<file path="config.mk">
export PLATFORM = sky130hd
export DESIGN_NAME = smrg_ctrl
export DESIGN_NICKNAME = d
export VERILOG_FILES = /design/src/hdl/smrg_pkg.sv /design/src/hdl/smrg_ctrl.sv
export SDC_FILE = /design/constraint.sdc
export NUM_CORES = 1
export LEC_CHECK = 0
export BUFFER_PORTS_ARGS = -buffer_cell sky130_fd_sc_hd__buf_2
export CORE_ASPECT_RATIO = 0.9
export CORE_MARGIN = 2
export CORE_UTILIZATION = 54
export DETAILED_ROUTE_END_ITERATION = 7
export PLACE_DENSITY = 0.88
export SYNTH_ARGS = -nofsm -noshare
export SYNTH_HDL_FRONTEND = slang
export SYNTH_SLANG_ARGS = --single-unit
</file>
<file path="constraint.sdc">
create_clock -name clk -period 3.7 [get_ports clk]
set_input_delay 0.185 -clock clk [delete_from_list [all_inputs] [get_ports clk]]
set_output_delay 0.185 -clock clk [all_outputs]
set_load 0.01 [all_outputs]
</file>
<file path="src/hdl/smrg_pkg.sv">
// Shared types and constants for the softmax row gradient unit.
// Used by the controller, the datapath and the top level. No dependencies.
`default_nettype none

package smrg_pkg;

    // Row capacity of the element store.
    localparam int MAX_ROW = 16;

    // Store index and fill count widths.
    localparam int IDX_W = (MAX_ROW > 1) ? $clog2(MAX_ROW) : 1;
    localparam int CNT_W = $clog2(MAX_ROW + 1);

    // Field widths.
    localparam int PROB_W = 16;
    localparam int GRAD_W = 16;
    localparam int RAM_W  = PROB_W + GRAD_W;

    // Arithmetic widths: dy*y product, Q13.27 accumulator, difference,
    // split partial products and the rounded sum.
    localparam int PROD_W = PROB_W + GRAD_W + 1;
    localparam int ACC_W  = 40;
    localparam int DIFF_W = ACC_W + 1;
    localparam int LO_W   = 24;
    localparam int HI_W   = DIFF_W - LO_W;
    localparam int PPLO_W = PROB_W + LO_W;
    localparam int PPHI_W = PROB_W + 1 + HI_W;
    localparam int SUM_W  = PPHI_W + LO_W + 1;
    localparam int SHIFT  = 30;
    localparam int Q_W    = SUM_W - SHIFT;

    typedef enum logic [2:0] {
        ST_LOAD,
        ST_DRAIN,
        ST_READ,
        ST_DIFF,
        ST_MUL,
        ST_SUM,
        ST_PUT
    } state_t;

    // Commands from the controller to the datapath.
    typedef struct packed {
        logic             store_en;
        logic [IDX_W-1:0] wr_addr;
        logic             acc_clear;
        logic             rd_en;
        logic [IDX_W-1:0] rd_addr;
        logic             diff_en;
        logic             mul_en;
        logic             sum_en;
        logic             out_load;
        logic             out_last;
        logic             out_ovf;
    } cmd_t;

endpackage

`default_nettype wire

</file>
<file path="src/hdl/smrg_ctrl.sv">
// Controller of the softmax row gradient unit: row loading, fill count,
// overflow flag, emission sequencing and the output valid. Uses smrg_pkg.
`default_nettype none

module smrg_ctrl
    import smrg_pkg::*;
(
    input  wire logic clk,
    input  wire logic rst_n,
    input  wire logic in_valid,
    input  wire logic row_end,
    output logic      in_stall,
    output logic      out_valid,
    input  wire logic out_stall,
    output cmd_t      cmd
);

    state_t           state_reg, state_next;
    logic [CNT_W-1:0] fill_reg, fill_next;
    logic             ovf_reg, ovf_next;
    logic [IDX_W-1:0] idx_reg, idx_next;
    logic             out_valid_reg, out_valid_next;

    logic in_accept;
    logic has_room;
    logic is_last;
    logic out_free;

    assign in_accept = in_valid && (state_reg == ST_LOAD);
    assign has_room  = (fill_reg < CNT_W'(MAX_ROW));
    assign is_last   = ((CNT_W'(idx_reg) + CNT_W'(1)) == fill_reg);
    assign out_free  = !out_valid_reg || !out_stall;

    // Next state.
    always_comb
    begin
        state_next = state_reg;
        unique case (state_reg)
            ST_LOAD:
            begin
                if (in_accept && row_end)
                begin
                    state_next = ST_DRAIN;
                end
            end
            ST_DRAIN: state_next = ST_READ;
            ST_READ:  state_next = ST_DIFF;
            ST_DIFF:  state_next = ST_MUL;
            ST_MUL:   state_next = ST_SUM;
            ST_SUM:   state_next = ST_PUT;
            ST_PUT:
            begin
                if (out_free)
                begin
                    state_next = is_last ? ST_LOAD : ST_READ;
                end
            end
            default:  state_next = ST_LOAD;
        endcase
    end

    // Outputs toward the datapath and the input channel.
    always_comb
    begin
        cmd           = '0;
        cmd.wr_addr   = fill_reg[IDX_W-1:0];
        cmd.rd_addr   = idx_reg;
        cmd.out_last  = is_last;
        cmd.out_ovf   = ovf_reg;
        in_stall      = 1'b1;
        unique case (state_reg)
            ST_LOAD:
            begin
                in_stall     = 1'b0;
                cmd.store_en = in_accept && has_room;
            end
            ST_DRAIN: cmd.rd_en   = 1'b0;
            ST_READ:  cmd.rd_en   = 1'b1;
            ST_DIFF:  cmd.diff_en = 1'b1;
            ST_MUL:   cmd.mul_en  = 1'b1;
            ST_SUM:   cmd.sum_en  = 1'b1;
            ST_PUT:
            begin
                cmd.out_load  = out_free;
                cmd.acc_clear = out_free && is_last;
            end
            default:  cmd = '0;
        endcase
    end

    // Counters, overflow flag and output valid.
    always_comb
    begin
        fill_next      = fill_reg;
        ovf_next       = ovf_reg;
        idx_next       = idx_reg;
        out_valid_next = out_valid_reg;
        if (out_valid_reg && !out_stall)
        begin
            out_valid_next = 1'b0;
        end
        if (cmd.out_load)
        begin
            out_valid_next = 1'b1;
        end
        if (in_accept)
        begin
            if (has_room)
            begin
                fill_next = fill_reg + CNT_W'(1);
            end
            else
            begin
                ovf_next = 1'b1;
            end
        end
        if (cmd.out_load)
        begin
            if (is_last)
            begin
                fill_next = '0;
                ovf_next  = 1'b0;
                idx_next  = '0;
            end
            else
            begin
                idx_next = idx_reg + IDX_W'(1);
            end
        end
    end

    always_ff @(posedge clk or negedge rst_n)
    begin
        if (!rst_n)
        begin
            state_reg     <= ST_LOAD;
            fill_reg      <= '0;
            ovf_reg       <= 1'b0;
            idx_reg       <= '0;
            out_valid_reg <= 1'b0;
        end
        else
        begin
            state_reg     <= state_next;
            fill_reg      <= fill_next;
            ovf_reg       <= ovf_next;
            idx_reg       <= idx_next;
            out_valid_reg <= out_valid_next;
        end
    end

    assign out_valid = out_valid_reg;

`ifndef ASSERT_OFF
    a_fill_bound: assert property (@(posedge clk) disable iff (!rst_n)
        fill_reg <= CNT_W'(MAX_ROW))
        else $error("fill count beyond row capacity");

    a_ovf_full: assert property (@(posedge clk) disable iff (!rst_n)
        ovf_reg |-> (fill_reg == CNT_W'(MAX_ROW)))
        else $error("overflow flagged while the store has room");

    a_idx_range: assert property (@(posedge clk) disable iff (!rst_n)
        (state_reg != ST_LOAD) |-> (CNT_W'(idx_reg) < fill_reg))
        else $error("emission index beyond stored elements");

    a_load_free: assert property (@(posedge clk) disable iff (!rst_n)
        cmd.out_load |-> (!out_valid_reg || !out_stall))
        else $error("output register overwritten while held");

    a_row_drain: assert property (@(posedge clk) disable iff (!rst_n)
        (in_accept && row_end) |=> (state_reg == ST_DRAIN))
        else $error("row end did not start emission");
`endif

endmodule

`default_nettype wire

</file>
# == After elaboration in Yosys (flattened, before gate mapping) ==
# Cells that the tools add are included.
# totals
regBits,14
in_bits,5
output_inout_bits,19
elab_cells,56
# op_classes
add_sub_neg,3
order_cmp,1
eq_ne,9
n_mux,26
reduce_logical,12
# op_table
cell,n
case mux 3 bit (7 select lines),1
2-to-1 mux 5 bit,4
2-to-1 mux 1 bit,14
2-to-1 mux 4 bit,3
"== test 3 bit, second input constant",3
OR reduction 7 bit,1
"== test 3 x 2 -> 1 bit, second input constant",2
2-to-1 mux 3 bit,2
"adder 4 x 1 -> 5 bit, second input constant",1
"adder 5 x 1 -> 5 bit, second input constant",1
== test 5 bit,1
logical AND 1 bit,5
"< comparator 5 bit, second input constant",1
"adder 4 x 1 -> 4 bit, second input constant",1
2-to-1 mux 2 bit,2
"== test 3 x 1 -> 1 bit, second input constant",1
zero test 3 bit,1
zero test 1 bit,2
"!= test 2 x 1 -> 1 bit, second input constant",1
"!= test 2 bit, second input constant",1
AND reduction 2 bit,1
nonzero test 2 bit,1
logical OR 1 bit,1

# == Logic depth before layout (Yosys ltp) ==
# Gate-level depths: netlist of run 1.
# logic_depth
depth_word,5
depth_mapped,7
ltp_nobuf,6

# == Least setup slack after synthesis of run 1 ==
# Ideal clock, no wire load.
# synth_timing
path_kind,register -> output
from,reg idx_reg[0]
to,out cmd[1] (netlist name)
arrival_ns,1.936
required_ns,3.515
setup_slack_ns,1.579
path_stages_with_launch,7
path_cell_list,dfrtp_1 -> ha_1 -> and3_1 -> or4_1 -> a211oi_2 -> buf_4 -> and2_1
# synth_lines
element,line_no,rtl
from (decl),smrg_ctrl.sv:21,"logic [IDX_W-1:0] idx_reg, idx_next;"
from (signal assigned),smrg_ctrl.sv:147,idx_reg <= idx_next;
to (decl),smrg_ctrl.sv:15,output cmd_t cmd

==> reports/metrics.yaml, run 1 <==
grt:
  antenna_found_initial: 0
  grt_max_degree: 15
  grt_pass1_vias: 682
  grt_usage_pct: 21.3
  grt.overflow.total: 0
  grt_pass1_wl_um: 3020
setup_path:
  worstPathMaxFanout: 12
  worstSetupPathType: "flop to primary output"
  cp.required_ns: 3.51
  arrival_ns: 2.72
  end_kind: "primary output"
  start_kind: "flop"
floorplanning:
  dieHeight_um: 41.9
  die_area_um2: 1930
  rows: 13
  die_w_um: 46.1
  start_util_pct: 58.7
  core_um2: 1460
  io_pins: 24
clock_network:
  clk_latency_ns: 0.28
  post_cts_buffers: 0
  ctsHoldBuffers: 1
  cts_buffer_depth: 2
  tritoncts: "built"
  cts_sinks: 14
  cts_buffers: 3
  htree_levels: 1
  clk_pin_slew_ns: 0.08
  ctsResizeCount: 0
  cts_root_buf: "clkbuf_4"
drt:
  drc_errors: 0
  wl_per_cell_um: 14.3
  drtIter0Drc: 14
  first_pass_iters: 4
  ant_nets: 0
  dr_total_vias: 772
  finalWirelength_um: 1860
  vias_per_cell: 5.94
synthesis:
  yosysSeqAreaShare_pct: 40.8
  ys_types: 32
  syn_area_per_cell_um2: 9.24
  ys_warn_count: 0
  synthCells: 93
  netlist_area_um2: 860
  syn-num-nets: 100
  ys_ff_latch: 14
power_and_ir_drop:
  p_per_area_nw_per_um2: 945
  p_int_uw: 527
  p_sw_uw: 427
  clkPwrFrac_pct: 11.6
  p_comb_share_pct: 52.8
  power_frac_seq_pct: 35.6
  switching_share_pct: 44.8
  p_leak_uw: 0.000492
  ir_worst_vdd_uv: 495
finish:
  drive_gt1_share_pct: 24.3
  utilization_pct: 68.9
  n_antenna_cell: 0
  syn_to_final_growth_pct: 17.3
  nFillCells: 128
  num-nets-final: 123
  largest_register_ffs: 5
sta:
  worst_pin_slew_ns: 0.791
  fin_crit_ns: 2.90
  clock-skew-final_ns: 0.00122
  slew_headroom_pct: 47.1
  hold_violations: 0
  final.setup.tns_ns: 0
  fmax_mhz: 345
  period_share_pct: 78.4
  rsz0062_at_grt: "no"
  report.final.slew_viol_count: 0
  setup_viol: 0
min_path:
  min_path_type: "input pin to flop"
job:
  drv_cap: 0
place:
  place_hpwl_um: 1350
  gp_congestion: 0.804
  place.port_buffers: 23
outcome:
  status: "finished clean"
cell type report:
cell class	instances	area [um2]	share of cell area, %
tap	15	18.8	1.86
timing repair buffer	24	125	12.4
inverter	3	11.3	1.12
clock buffer	4	36.3	3.60
sequential	14	350	34.7
multi-input combinational	70	467	46.3
cell usage after synthesis (all sizes together):
cell | instances | area, um2
a21oi | 6 | 30.0
xor2 | 2 | 17.5
nand4 | 2 | 12.5
nand3 | 1 | 5.00
nor4b | 1 | 8.76
nor3b | 2 | 15.0
inv | 3 | 11.3
buf | 3 | 20.0
or4 | 1 | 7.51
o2bb2ai | 2 | 17.5
mux2i | 2 | 20.0
nor2b | 2 | 12.5
o22ai | 1 | 6.26
and3 | 3 | 18.8
o21ai | 5 | 25.0
or3 | 1 | 6.26
a211oi | 3 | 27.5
ha | 2 | 25.0
a21o | 1 | 7.51
nand2 | 5 | 18.8
xnor2 | 5 | 43.8
a41oi | 1 | 8.76
dfrtp | 14 | 350
nor2 | 3 | 11.3
clkbuf | 3 | 11.3
a311o | 1 | 10.0
nor3 | 1 | 5.00
and2 | 11 | 68.8
nand2b | 6 | 37.5
cells in the final DEF (no fill, tap or decap), types with 3 or more instances in the layout:
master	n
nand2b_1	6
clkbuf_4	3
xnor2_1	5
and2_1	11
a21oi_1	6
and3_1	3
buf_2	23
nor2_1	3
dfrtp_1	14
inv_1	3
o21ai_0	3
nand2_1	5
stage by stage:
stage          instances  hold slack [ns]  worst slack [ns]  total power, uW  instance area (um2)
6_report             130            0.179             0.799              953                 1010
5_1_grt              130            0.213             0.579             1030                 1010
4_1_cts              130            0.167             0.806              951                 1010
3_5_place_dp         125           0.0951              1.11              840                  962
3_3_place_gp         125           0.0966              1.21              811                  962
2_1_floorplan         93           -0.111              1.58              696                  860
cell families after synthesis:
logic type / count (synthesis) / synth area share [%]
AND/OR/NAND/NOR: 39 / 26.5
AO/OA/AOI/OAI: 20 / 15.4
flip-flops: 14 / 40.8
buffers and inverters: 9 / 4.95
XOR/XNOR: 7 / 7.13
multiplexers: 2 / 2.33
adder cells (fa/ha/maj): 2 / 2.91
path summary, 6_finish.rpt:
path / startpoint / to / slack (ns) / depth (start not counted)
setup / recovery: idx_reg[0] / cmd[11] / 0.80 / 7
hold / removal: out_stall / out_valid / 0.18 / 3
hold reg to reg: ovf_reg / ovf_reg / 0.56 / 2
min in group asynchronous: rst_n / ovf_reg / 0.32 / 2
max in group asynchronous: rst_n / idx_reg[2] / 3.15 / 2
setup reg to reg: idx_reg[0] / idx_reg[0] / 1.11 / 6
power groups by stage:
stage | registers [uW] | clock network, uW | logic (uW)
6_report | 339 | 110 | 504
5_1_grt | 351 | 119 | 558
4_1_cts | 334 | 111 | 506
3_5_place_dp | 338 | 0 | 502
3_3_place_gp | 325 | 0 | 486
2_1_floorplan | 292 | 0 | 403
layer usage:
metal,global-route usage [%],up-vias,wire length [um]
li1,-,372,-
met5,0,-,0
met1,28.4,376,841
met4,9.14,0,34
met3,3.91,6,70
met2,33.1,18,912
critical path: stages (launching register included):
cell and delay (ns):
dfrtp_1 0.45, ha_1 0.30, and3_1 0.20, or4_1 0.52, a211oi_2 0.64, nand2_1 0.14, inv_1 0.08, buf_2 0.12
(Power assumes the default switching activity.)
==> inputs of run 2 (changes only) <==
CORE_UTILIZATION = 45   (was 54)
PLACE_DENSITY = 0.79   (was 0.88)
clock period = 2.5 ns   (was 3.7 ns; I/O delays follow)
==> run 2 against run 1 <==
Effect of this change:
- worst hold slack worse by 0.082 ns
- die area up 18%
- wire length increased by 4.2%
- power is 58% higher
- flip-flop and latch count stayed put
- first-iteration DRC count grew 14%
- final area is 5.3% higher
- register-to-register slack got worse by 0.87 ns
- global-route usage fell by 3.4 points
- combinational power up 75%
- worst setup slack worse by 0.70 ns
- critical path type unchanged
- largest cell class unchanged
- highest routed layer unchanged
==> reports/metrics.yaml, run 2 (synthesized netlist as in run 1, its figures left out) <==
outcome:
  status: "finished clean"  # unchanged
clock_network:
  cts_sinks: 14  # unchanged
  tritoncts: "built"  # unchanged
  clk_pin_slew_ns: 0.08  # about the same
  cts_buffers: 3  # unchanged
  cts_buffer_depth: 2  # unchanged
  clk_latency_ns: 0.28  # about the same
  htree_levels: 1  # unchanged
  cts_root_buf: "clkbuf_4"  # unchanged
min_path:
  min_path_type: "input pin to flop"  # unchanged
  hold_end: "out_valid"  # unchanged
  min-delay-start: "out_stall"  # unchanged
  min_path_cells: 3  # unchanged
finish:
  multi_input_area_um2: 469  # was 467 um2
  drive_gt1_share_pct: 29.8  # was 24.3%
  largest_register_ffs: 5  # unchanged
  layout_common_cells: "buf_2 (23), dfrtp_1 (13), and2_1 (11)"  # was buf_2 (23), dfrtp_1 (14), and2_1 (11)
  syn_to_final_growth_pct: 23.6  # was 17.3%
  mostFrequentLayoutCell: "buf_2"  # unchanged
  nFillCells: 163  # was 128
  final-seq-area_um2: 352  # was 350 um2
  num-nets-final: 130  # was 123
  n_antenna_cell: 0  # unchanged
  fin_area_um2: 1060  # was 1010 um2
setup_path:
  worstSetupPathType: "flop to primary output"  # unchanged
  worstPathMaxFanout: 8  # was 12
  reg2reg_depth: 9  # was 6
  end_kind: "primary output"  # unchanged
  start_kind: "flop"  # unchanged
  r2r_end: "state_reg[1]"  # was idx_reg[0]
  cp.required_ns: 2.38  # was 3.51 ns
  r2r_slack_ns: 0.24  # was 1.11 ns
  r2r-start: "idx_reg[0]"  # unchanged
  arrival_ns: 2.28  # was 2.72 ns
grt:
  grt_pass1_wl_um: 2940  # was 3020 um
  grt_usage_pct: 17.9  # was 21.3%
  antenna_found_initial: 0  # unchanged
  grt_max_degree: 15  # unchanged
  grt.overflow.total: 0  # unchanged
  grt_pass1_vias: 651  # was 682
floorplanning:
  dieHeight_um: 45.5  # was 41.9 um
  die_w_um: 50.1  # was 46.1 um
  io_pins: 24  # unchanged
  die_area_um2: 2280  # was 1930 um2
  core_um2: 1730  # was 1460 um2
  rows: 14  # was 13
  start_util_pct: 49.6  # was 58.7%
drt:
  drtIter0Drc: 16  # was 14
  finalWirelength_um: 1940  # was 1860 um
  vias_per_cell: 5.32  # was 5.94
  drc_errors: 0  # unchanged
  dr_total_vias: 772  # unchanged
  wl_per_cell_um: 13.4  # was 14.3 um
  first_pass_iters: 4  # unchanged
  ant_nets: 0  # unchanged
power_and_ir_drop:
  ir_worst_vdd_uv: 697  # was 495 uV
  p_leak_uw: 0.000519  # was 0.000492 uW
  p_per_area_nw_per_um2: 1420  # was 945 nW/um2
sta:
  fmax_mhz: 416
  worst_pin_slew_ns: 0.468  # was 0.791 ns
  period_share_pct: 96.2
  slew_headroom_pct: 68.4  # was 47.1%
  clock-skew-final_ns: 0.0100  # was 0.00122 ns
  setup_viol: 0  # unchanged
  hold_violations: 0  # unchanged
  report.final.slew_viol_count: 0  # unchanged
  fin_crit_ns: 2.41
  final.setup.tns_ns: 0  # unchanged
  rsz0062_at_grt: "no"  # unchanged
place:
  place.port_buffers: 23  # unchanged
  gp_congestion: 0.895  # was 0.804
  place_hpwl_um: 1400  # was 1350 um
  place_area_um2: 988  # was 962 um2
job:
  drv_cap: 0  # unchanged
## run 2: changes by cell type in the layout (fill, tap and decap cells not counted), sizes merged
cell    previous run  this run
buf               23        30
clkbuf             4         3
## run 2: power breakdown
group | internal, uW | switching, uW
Combinational | 468 | 413
Sequential | 331 | 172
Clock | 55.8 | 64.8
## run 2: routing by layer
layer | GRT usage (%) | routed length (um) | part of all wire (%)
met3 | 5.92 | 120 | 6.2
met1 | 22.0 | 753 | 39
met4 | 7.22 | 17 | 0.88
met5 | 0 | 0 | 0
met2 | 29.5 | 1050 | 54
## run 2: worst max-delay path: stages, from the launching register on
cell and delay, ns:
dfrtp_2 0.44, ha_2 0.23, and3_1 0.17, or4_1 0.52
a211oi_2 0.21, buf_4 0.18, and2_1 0.12, buf_2 0.12
## run 2: stage by stage
stage	util (%)	hold WS (ns)	total power [uW]	instances	setup WS, ns
2_1_floorplan	-	-0.171	1030	93	0.421
3_3_place_gp	57.0	0.0347	1240	136	0.356
3_5_place_dp	57.0	0.0388	1270	136	0.254
4_1_cts	59.0	0.0913	1400	140	0.0122
5_1_grt	61.3	0.107	1620	145	0.0160
6_report	61.3	0.0970	1500	145	0.0946
## run 2: how the worst max path moves through the flow
stage	startpoint	end	slack, ns	cells past startpoint
floorplan	idx_reg[0]	idx_reg[2]	0.42	7
global placement	idx_reg[0]	cmd[11]	0.36	8
detailed placement	idx_reg[0]	idx_reg[3]	0.25	7
CTS	idx_reg[0]	cmd[1]	0.01	7
global route	idx_reg[0]	cmd[11]	0.02	8
finish	idx_reg[0]	cmd[1]	0.09	7
## run 2: area by class of cell
| cell class | instances | area share (%) |
|---|---|---|
| clock buffer | 3 | 2.12 |
| timing repair buffer | 31 | 16.7 |
| multi-input combinational | 70 | 44.2 |
| sequential | 14 | 33.1 |
| tap | 24 | 2.83 |
| inverter | 3 | 1.06 |
## run 2: timing repair
action                                  4_1_cts  5_1_grt
resized for setup                             1        1
endpoints found under the setup margin        2        2
hold buffers                                  1        0
setup buffers                                 0        5
pin swaps                                     0        1
hold endpoints to repair                     14        0
